$ cat src/hw/rtl/aes_pkg.sv
// ----------------------------------------------------------------------------
// AES package
// Shared constants, types, S-box table and GF(2^8) helpers.
// ----------------------------------------------------------------------------
package aes_pkg;

    localparam int ROUND_KEY_SLOTS = 15;
    localparam int RK_AW           = $clog2(ROUND_KEY_SLOTS);
    localparam int NR_128_FULL     = 10;
    localparam int NR_256_FULL     = 14;
    localparam int NR_128 = (NR_128_FULL > ROUND_KEY_SLOTS - 1) ?
                            ROUND_KEY_SLOTS - 1 : NR_128_FULL;
    localparam int NR_256 = (NR_256_FULL > ROUND_KEY_SLOTS - 1) ?
                            ROUND_KEY_SLOTS - 1 : NR_256_FULL;

    localparam int CFG_IW = 3;
    localparam logic [CFG_IW-1:0] REG_MODE = 3'd0;
    localparam logic [CFG_IW-1:0] REG_KEY0 = 3'd1;
    localparam logic [CFG_IW-1:0] REG_KEY1 = 3'd2;
    localparam logic [CFG_IW-1:0] REG_KEY2 = 3'd3;
    localparam logic [CFG_IW-1:0] REG_KEY3 = 3'd4;

    typedef struct packed {
        logic             key_load;
        logic             key_step;
        logic [RK_AW-1:0] key_idx;
        logic             load_in;
        logic             ark;
        logic             rnd;
        logic             last;
        logic [RK_AW-1:0] rd_addr;
        logic             out_load;
    } t_dp_cmd;

    typedef struct packed {
        logic mode;
    } t_dp_status;

    localparam logic [7:0] SBOX [256] = '{
        8'h63, 8'h7c, 8'h77, 8'h7b, 8'hf2, 8'h6b, 8'h6f, 8'hc5,
        8'h30, 8'h01, 8'h67, 8'h2b, 8'hfe, 8'hd7, 8'hab, 8'h76,
        8'hca, 8'h82, 8'hc9, 8'h7d, 8'hfa, 8'h59, 8'h47, 8'hf0,
        8'had, 8'hd4, 8'ha2, 8'haf, 8'h9c, 8'ha4, 8'h72, 8'hc0,
        8'hb7, 8'hfd, 8'h93, 8'h26, 8'h36, 8'h3f, 8'hf7, 8'hcc,
        8'h34, 8'ha5, 8'he5, 8'hf1, 8'h71, 8'hd8, 8'h31, 8'h15,
        8'h04, 8'hc7, 8'h23, 8'hc3, 8'h18, 8'h96, 8'h05, 8'h9a,
        8'h07, 8'h12, 8'h80, 8'he2, 8'heb, 8'h27, 8'hb2, 8'h75,
        8'h09, 8'h83, 8'h2c, 8'h1a, 8'h1b, 8'h6e, 8'h5a, 8'ha0,
        8'h52, 8'h3b, 8'hd6, 8'hb3, 8'h29, 8'he3, 8'h2f, 8'h84,
        8'h53, 8'hd1, 8'h00, 8'hed, 8'h20, 8'hfc, 8'hb1, 8'h5b,
        8'h6a, 8'hcb, 8'hbe, 8'h39, 8'h4a, 8'h4c, 8'h58, 8'hcf,
        8'hd0, 8'hef, 8'haa, 8'hfb, 8'h43, 8'h4d, 8'h33, 8'h85,
        8'h45, 8'hf9, 8'h02, 8'h7f, 8'h50, 8'h3c, 8'h9f, 8'ha8,
        8'h51, 8'ha3, 8'h40, 8'h8f, 8'h92, 8'h9d, 8'h38, 8'hf5,
        8'hbc, 8'hb6, 8'hda, 8'h21, 8'h10, 8'hff, 8'hf3, 8'hd2,
        8'hcd, 8'h0c, 8'h13, 8'hec, 8'h5f, 8'h97, 8'h44, 8'h17,
        8'hc4, 8'ha7, 8'h7e, 8'h3d, 8'h64, 8'h5d, 8'h19, 8'h73,
        8'h60, 8'h81, 8'h4f, 8'hdc, 8'h22, 8'h2a, 8'h90, 8'h88,
        8'h46, 8'hee, 8'hb8, 8'h14, 8'hde, 8'h5e, 8'h0b, 8'hdb,
        8'he0, 8'h32, 8'h3a, 8'h0a, 8'h49, 8'h06, 8'h24, 8'h5c,
        8'hc2, 8'hd3, 8'hac, 8'h62, 8'h91, 8'h95, 8'he4, 8'h79,
        8'he7, 8'hc8, 8'h37, 8'h6d, 8'h8d, 8'hd5, 8'h4e, 8'ha9,
        8'h6c, 8'h56, 8'hf4, 8'hea, 8'h65, 8'h7a, 8'hae, 8'h08,
        8'hba, 8'h78, 8'h25, 8'h2e, 8'h1c, 8'ha6, 8'hb4, 8'hc6,
        8'he8, 8'hdd, 8'h74, 8'h1f, 8'h4b, 8'hbd, 8'h8b, 8'h8a,
        8'h70, 8'h3e, 8'hb5, 8'h66, 8'h48, 8'h03, 8'hf6, 8'h0e,
        8'h61, 8'h35, 8'h57, 8'hb9, 8'h86, 8'hc1, 8'h1d, 8'h9e,
        8'he1, 8'hf8, 8'h98, 8'h11, 8'h69, 8'hd9, 8'h8e, 8'h94,
        8'h9b, 8'h1e, 8'h87, 8'he9, 8'hce, 8'h55, 8'h28, 8'hdf,
        8'h8c, 8'ha1, 8'h89, 8'h0d, 8'hbf, 8'he6, 8'h42, 8'h68,
        8'h41, 8'h99, 8'h2d, 8'h0f, 8'hb0, 8'h54, 8'hbb, 8'h16
    };

    function automatic logic [7:0] xtime(input logic [7:0] b);
        return {b[6:0], 1'b0} ^ (b[7] ? 8'h1b : 8'h00);
    endfunction

    function automatic logic [31:0] sub_word(input logic [31:0] w);
        return {SBOX[w[31:24]], SBOX[w[23:16]], SBOX[w[15:8]], SBOX[w[7:0]]};
    endfunction

    function automatic logic [31:0] mix_col(input logic [31:0] c);
        logic [7:0] a0, a1, a2, a3;
        a0 = c[31:24];
        a1 = c[23:16];
        a2 = c[15:8];
        a3 = c[7:0];
        return {xtime(a0) ^ xtime(a1) ^ a1 ^ a2 ^ a3,
                a0 ^ xtime(a1) ^ xtime(a2) ^ a2 ^ a3,
                a0 ^ a1 ^ xtime(a2) ^ xtime(a3) ^ a3,
                xtime(a0) ^ a0 ^ a1 ^ a2 ^ xtime(a3)};
    endfunction

endpackage

$ cat src/hw/rtl/aes_ctrl.sv
// ----------------------------------------------------------------------------
// AES controller
// Sequences key expansion, rounds and the output handshake.
// ----------------------------------------------------------------------------
module aes_ctrl (
    input  logic                          i_clk,
    input  logic                          i_rst_n,
    input  logic                          i_cfg_we,
    input  logic [aes_pkg::CFG_IW-1:0]    i_cfg_index,
    input  logic                          i_in_valid,
    output logic                          o_in_stall,
    output logic                          o_out_valid,
    input  logic                          i_out_stall,
    input  aes_pkg::t_dp_status           i_status,
    output aes_pkg::t_dp_cmd              o_cmd
);
    import aes_pkg::*;

    localparam logic [2:0] ST_IDLE  = 3'd0;
    localparam logic [2:0] ST_KEXP  = 3'd1;
    localparam logic [2:0] ST_ARK   = 3'd2;
    localparam logic [2:0] ST_ROUND = 3'd3;
    localparam logic [2:0] ST_DONE  = 3'd4;

    logic [2:0]       r_st, n_st;
    logic [RK_AW-1:0] r_cnt, n_cnt;
    logic             r_ready, n_ready;
    logic             r_ovalid, n_ovalid;
    logic [RK_AW-1:0] nr;
    logic             cnt_last;

    assign nr         = i_status.mode ? RK_AW'(NR_256) : RK_AW'(NR_128);
    assign cnt_last   = (r_cnt == nr);
    assign o_in_stall = !((r_st == ST_IDLE) && r_ready);
    assign o_out_valid = r_ovalid;

    always_comb begin
        n_st     = r_st;
        n_cnt    = r_cnt;
        n_ready  = r_ready;
        n_ovalid = r_ovalid && i_out_stall;
        o_cmd    = '0;
        case (r_st)
            ST_IDLE: begin
                if (!r_ready && i_in_valid) begin
                    o_cmd.key_load = 1'b1;
                    n_cnt = RK_AW'(1);
                    n_st  = ST_KEXP;
                end else if (r_ready && i_in_valid) begin
                    o_cmd.load_in = 1'b1;
                    o_cmd.rd_addr = '0;
                    n_st = ST_ARK;
                end
            end
            ST_KEXP: begin
                o_cmd.key_step = 1'b1;
                o_cmd.key_idx  = r_cnt;
                if (cnt_last) begin
                    n_ready = 1'b1;
                    n_st    = ST_IDLE;
                end else begin
                    n_cnt = r_cnt + RK_AW'(1);
                end
            end
            ST_ARK: begin
                o_cmd.ark     = 1'b1;
                o_cmd.rd_addr = RK_AW'(1);
                n_cnt = RK_AW'(1);
                n_st  = ST_ROUND;
            end
            ST_ROUND: begin
                o_cmd.rnd     = 1'b1;
                o_cmd.last    = cnt_last;
                o_cmd.rd_addr = cnt_last ? r_cnt : r_cnt + RK_AW'(1);
                if (cnt_last) begin
                    n_st = ST_DONE;
                end else begin
                    n_cnt = r_cnt + RK_AW'(1);
                end
            end
            ST_DONE: begin
                if (!r_ovalid || !i_out_stall) begin
                    o_cmd.out_load = 1'b1;
                    n_ovalid = 1'b1;
                    n_st     = ST_IDLE;
                end
            end
            default: begin
                n_st = ST_IDLE;
            end
        endcase
        if (i_cfg_we && (i_cfg_index <= REG_KEY3)) begin
            n_ready = 1'b0;
        end
    end

    always_ff @(posedge i_clk) begin
        if (!i_rst_n) begin
            r_st     <= ST_IDLE;
            r_cnt    <= '0;
            r_ready  <= 1'b0;
            r_ovalid <= 1'b0;
        end else begin
            r_st     <= n_st;
            r_cnt    <= n_cnt;
            r_ready  <= n_ready;
            r_ovalid <= n_ovalid;
        end
    end

endmodule

$ cat config.mk
export PLATFORM = sky130hd
export DESIGN_NAME = aes_ctrl
export DESIGN_NICKNAME = d
export VERILOG_FILES = /design/src/hw/rtl/aes_pkg.sv /design/src/hw/rtl/aes_ctrl.sv
export SDC_FILE = /design/constraint.sdc
export NUM_CORES = 1
export LEC_CHECK = 0
export ABC_AREA = 1
export BUFFER_PORTS_ARGS = -buffer_cell sky130_fd_sc_hd__buf_2
export CORE_UTILIZATION = 41
export DETAILED_ROUTE_END_ITERATION = 16
export GPL_ROUTABILITY_DRIVEN = 0
export GPL_TIMING_DRIVEN = 0
export MAX_ROUTING_LAYER = met4
export PLACE_DENSITY = 0.75
export SLEW_MARGIN = 25
export SYNTH_ARGS = -nofsm -noshare
export SYNTH_HDL_FRONTEND = slang
export SYNTH_SLANG_ARGS = --single-unit
export TNS_END_PERCENT = 20
$ cat constraint.sdc
create_clock -name i_clk -period 1.23 [get_ports i_clk]
set_input_delay 0.123 -clock i_clk [delete_from_list [all_inputs] [get_ports i_clk]]
set_output_delay 0.123 -clock i_clk [all_outputs]
set_load 0.02 [all_outputs]
==> reports/qor.csv <==
stage,metric,value,unit
yosys,Yosys top cell area share,29.3,%
setup_path,WP data required,1.11,ns
floorplanning,Ports,26,
clocking,CTS tree,yes,
route,Antenna Nets Post-Route,0,
yosys,register area share after synthesis,29.3,%
timing,WHS,0.0941,ns
clocking,total CTS buffers,3,
setup_path,Crit-path slowest cell,dfxtp_4,
floorplanning,Placeable Area,1350,µm²
power,total power,0.927,mW
timing,Setup-failing EPs final,19,
layout,Syn-to-layout area delta,69.7,%
place,hpwl dp,1.20,mm
timing,Final Hold Viols,0,
setup_path,Worst Setup Path Type,flop to output pin,
timing,f_max,632,MHz
setup_path,Crit Path Max Fanout,6,
route,first-pass iteration count of the detailed router,4,
route,DR vias,807,
worst_hold_path,Worst Hold Class,primary input to flop,
place,DP Area,778,µm²
yosys,Commonest cells post-synth,"27 x nand2_1, 17 x nor2_1, 12 x inv_1",
setup_path,max incr delay on CP,0.39,ns
yosys,Yosys reg bits,9,
yosys,Netlist cell types,17,
yosys,mapped cell area,616,µm²
floorplanning,Initial Util,45.6,%
layout,share of post-route cells with drive strength above 1,58.6,%
yosys,Post-synth EDFFs,0,
setup_path,Buf/Inv on CP,3,
global_route,initial antenna violation count,0,
status,failing checks,negative setup slack,
global_route,first-pass GRT wire length,2.82,mm
layout,Fill cells,95,
route,drc violations,0,
global_route,GRT Residual Overflow,0,
yosys,ranking of synthesized cells by area,"dfxtp_1 29%, nand2_1 16%, nor2_1 10%, inv_1 7.3%, a21oi_1 6.5%",
power,pwr dens,887,nW/µm²
timing,fraction of the cycle the final worst path needs,129,%
place,Buffers on Ports,25,
clocking,Worst-path clk slew,0.06,ns
route,vias per cell,5.04,
yosys,Post-synth ARST share,0,%
route,Initial DRC Count,18,
global_route,vias in the first global route,678,
timing,fin crit period,1.58,ns
power,worst vdd ir,0.595,mV
setup_path,Worst setup EP type,output pin,
place,Cells after DPL,143,
yosys,syn_nets,114,
timing,RSZ-0062 raised after global routing,true,
route,Avg WL per Cell,12.6,µm
yosys,largest area contributor in the netlist,dfxtp_1,
yosys,most common cell in the netlist,nand2_1,
global_route,pin count of the biggest net entering global routing,8,
clocking,cts hold-fix bufs,0,
timing,Worst Slack Setup Final,-0.352,ns
setup_path,critical path cell sequence,ha_4 -> nand2_4 -> inv_4 -> nand3_4 -> inv_2 -> nand2_2 -> nand2_2 -> nand2_1 -> nand2_1 -> buf_6,
layout,Non-Filler Instances,160,
setup_path,crit-path leading delay family,flip-flops,
yosys,Synth Instances,103,
clocking,H-tree depth,1,
yosys,syn_area_per_cell,5.98,µm²
clocking,Clock Latency Late Sink,0.27,ns
floorplanning,die area,1660,µm²
global_route,Global Route Usage Sum,28.1,%
run,total of max-cap violations,0,
floorplanning,chip width,40.8,µm
layout,net count reported at finish,157,
floorplanning,cell row count,13,
clocking,clk sink count,9,
status,status,"finished, violations left",
layout,Final Cell Area,1040,µm²
yosys,ys flop type,dfxtp_1,
power,Leak,0.526,nW
yosys,Synth warnings,0,
timing,Clock Skew,0.00335,ns
route,Routed WL,2.02,mm
floorplanning,Die Ht,40.8,µm
timing,max-slew violation count,0,
timing,Worst Tran Pin Value,0.259,ns
timing,max_slew headroom,82.7,%
clocking,Root Driver,clkbuf_4,
clocking,Clock Path Buffers,2,
setup_path,worst path arrival time,1.46,ns
place,Placement Setup Slack,-0.305,ns
layout,n_diodes,0,
setup_path,Setup crit start kind,flop,
layout make-up:
| cell class | count | area, µm² | share of cell area, % |
|---|---|---|---|
| Timing Repair Buffer | 38 | 275 | 26.3 |
| Clock buffer | 4 | 26.3 | 2.51 |
| Buffer | 1 | 7.51 | 0.719 |
| Multi-Input combinational cell | 73 | 439 | 42.0 |
| Inverter | 20 | 82.6 | 7.90 |
| Tap cell | 15 | 18.8 | 1.80 |
| Sequential cell | 9 | 195 | 18.7 |
worst paths after layout:
| check | start | endpoint | slack [ns] | cells after the start |
|---|---|---|---|---|
| max | r_cnt[1] | o_cmd[1] | -0.35 | 10 |
| min | i_rst_n | r_cnt[0] | 0.09 | 3 |
| max reg2reg | r_cnt[1] | r_st[1] | -0.04 | 8 |
| min reg2reg | o_out_valid | o_out_valid | 0.49 | 2 |
state kept, by name, summed over array words and instances, names as in the netlist:
| name | cells |
|---|---|
| r_cnt | 4 |
| r_st | 3 |
| o_out_valid | 1 |
| r_ready | 1 |
through the flow:
stage | TNS [ns] | util [%]
floorplan | -0.509 | -
global placement | -1.17 | 57.6
detailed placement | -1.69 | 57.6
CTS | -3.01 | 69.7
global route | -4.32 | 77.4
finish | -2.80 | 77.4
tightest hold or removal path, stage by stage:
cell and delay [ns]:
buf_2 0.11, nand2_1 0.06, nor2_1 0.04
power breakdown:
part / switching [mW] / total (mW) / internal, mW / leakage, nW
registers: 0.0213 / 0.331 / 0.309 / 0.0766
logic: 0.202 / 0.361 / 0.159 / 0.434
clock network: 0.110 / 0.235 / 0.125 / 0.0150
logic make-up (layout without fill, tap and decap cells):
logic type,Yosys count,count (layout),synth area share [%]
AO/OA/AOI/OAI,12,12,9.96
AND/OR/NAND/NOR,59,59,43.3
adder cells (fa/ha/maj),2,2,4.06
flip-flops,9,9,29.3
buffers and inverters,21,63,13.4
metal layers:
metal  vias up  wire length (µm)  GRT usage [%]
li1        398                 -              -
met1       375               840           29.5
met2        29              1020           44.4
met3         5               106           10.3
met4         0                47           17.5
met5         -                 0              -
cells in the final DEF, fill, tap and decap left out:
cell type  instances
nand4_1            1
nor2_2             7
ha_4               1
buf_2             10
nand2_4            1
clkbuf_4           3
a21oi_1            7
dfxtp_2            3
buf_6              4
dfxtp_4            3
nand3_2            2
inv_4              3
a31oi_2            1
nor2_1            11
buf_4             25
inv_1              8
ha_1               1
nand2_1           21
o21ai_0            2
nand3_4            1
a21oi_2            1
nor2_4             4
dfxtp_1            3
o21ai_2            1
nand3_1            5
clkbuf_1           1
inv_2              9
nand2_2            6
timing repair:
item	in CTS	in global routing
setup endpoints to repair	23	23
pin swaps	4	4
cloned	0	0
buffers inserted	10	3
gates resized for setup	26	26
Note: power is estimated with default switching activity, not from simulation.
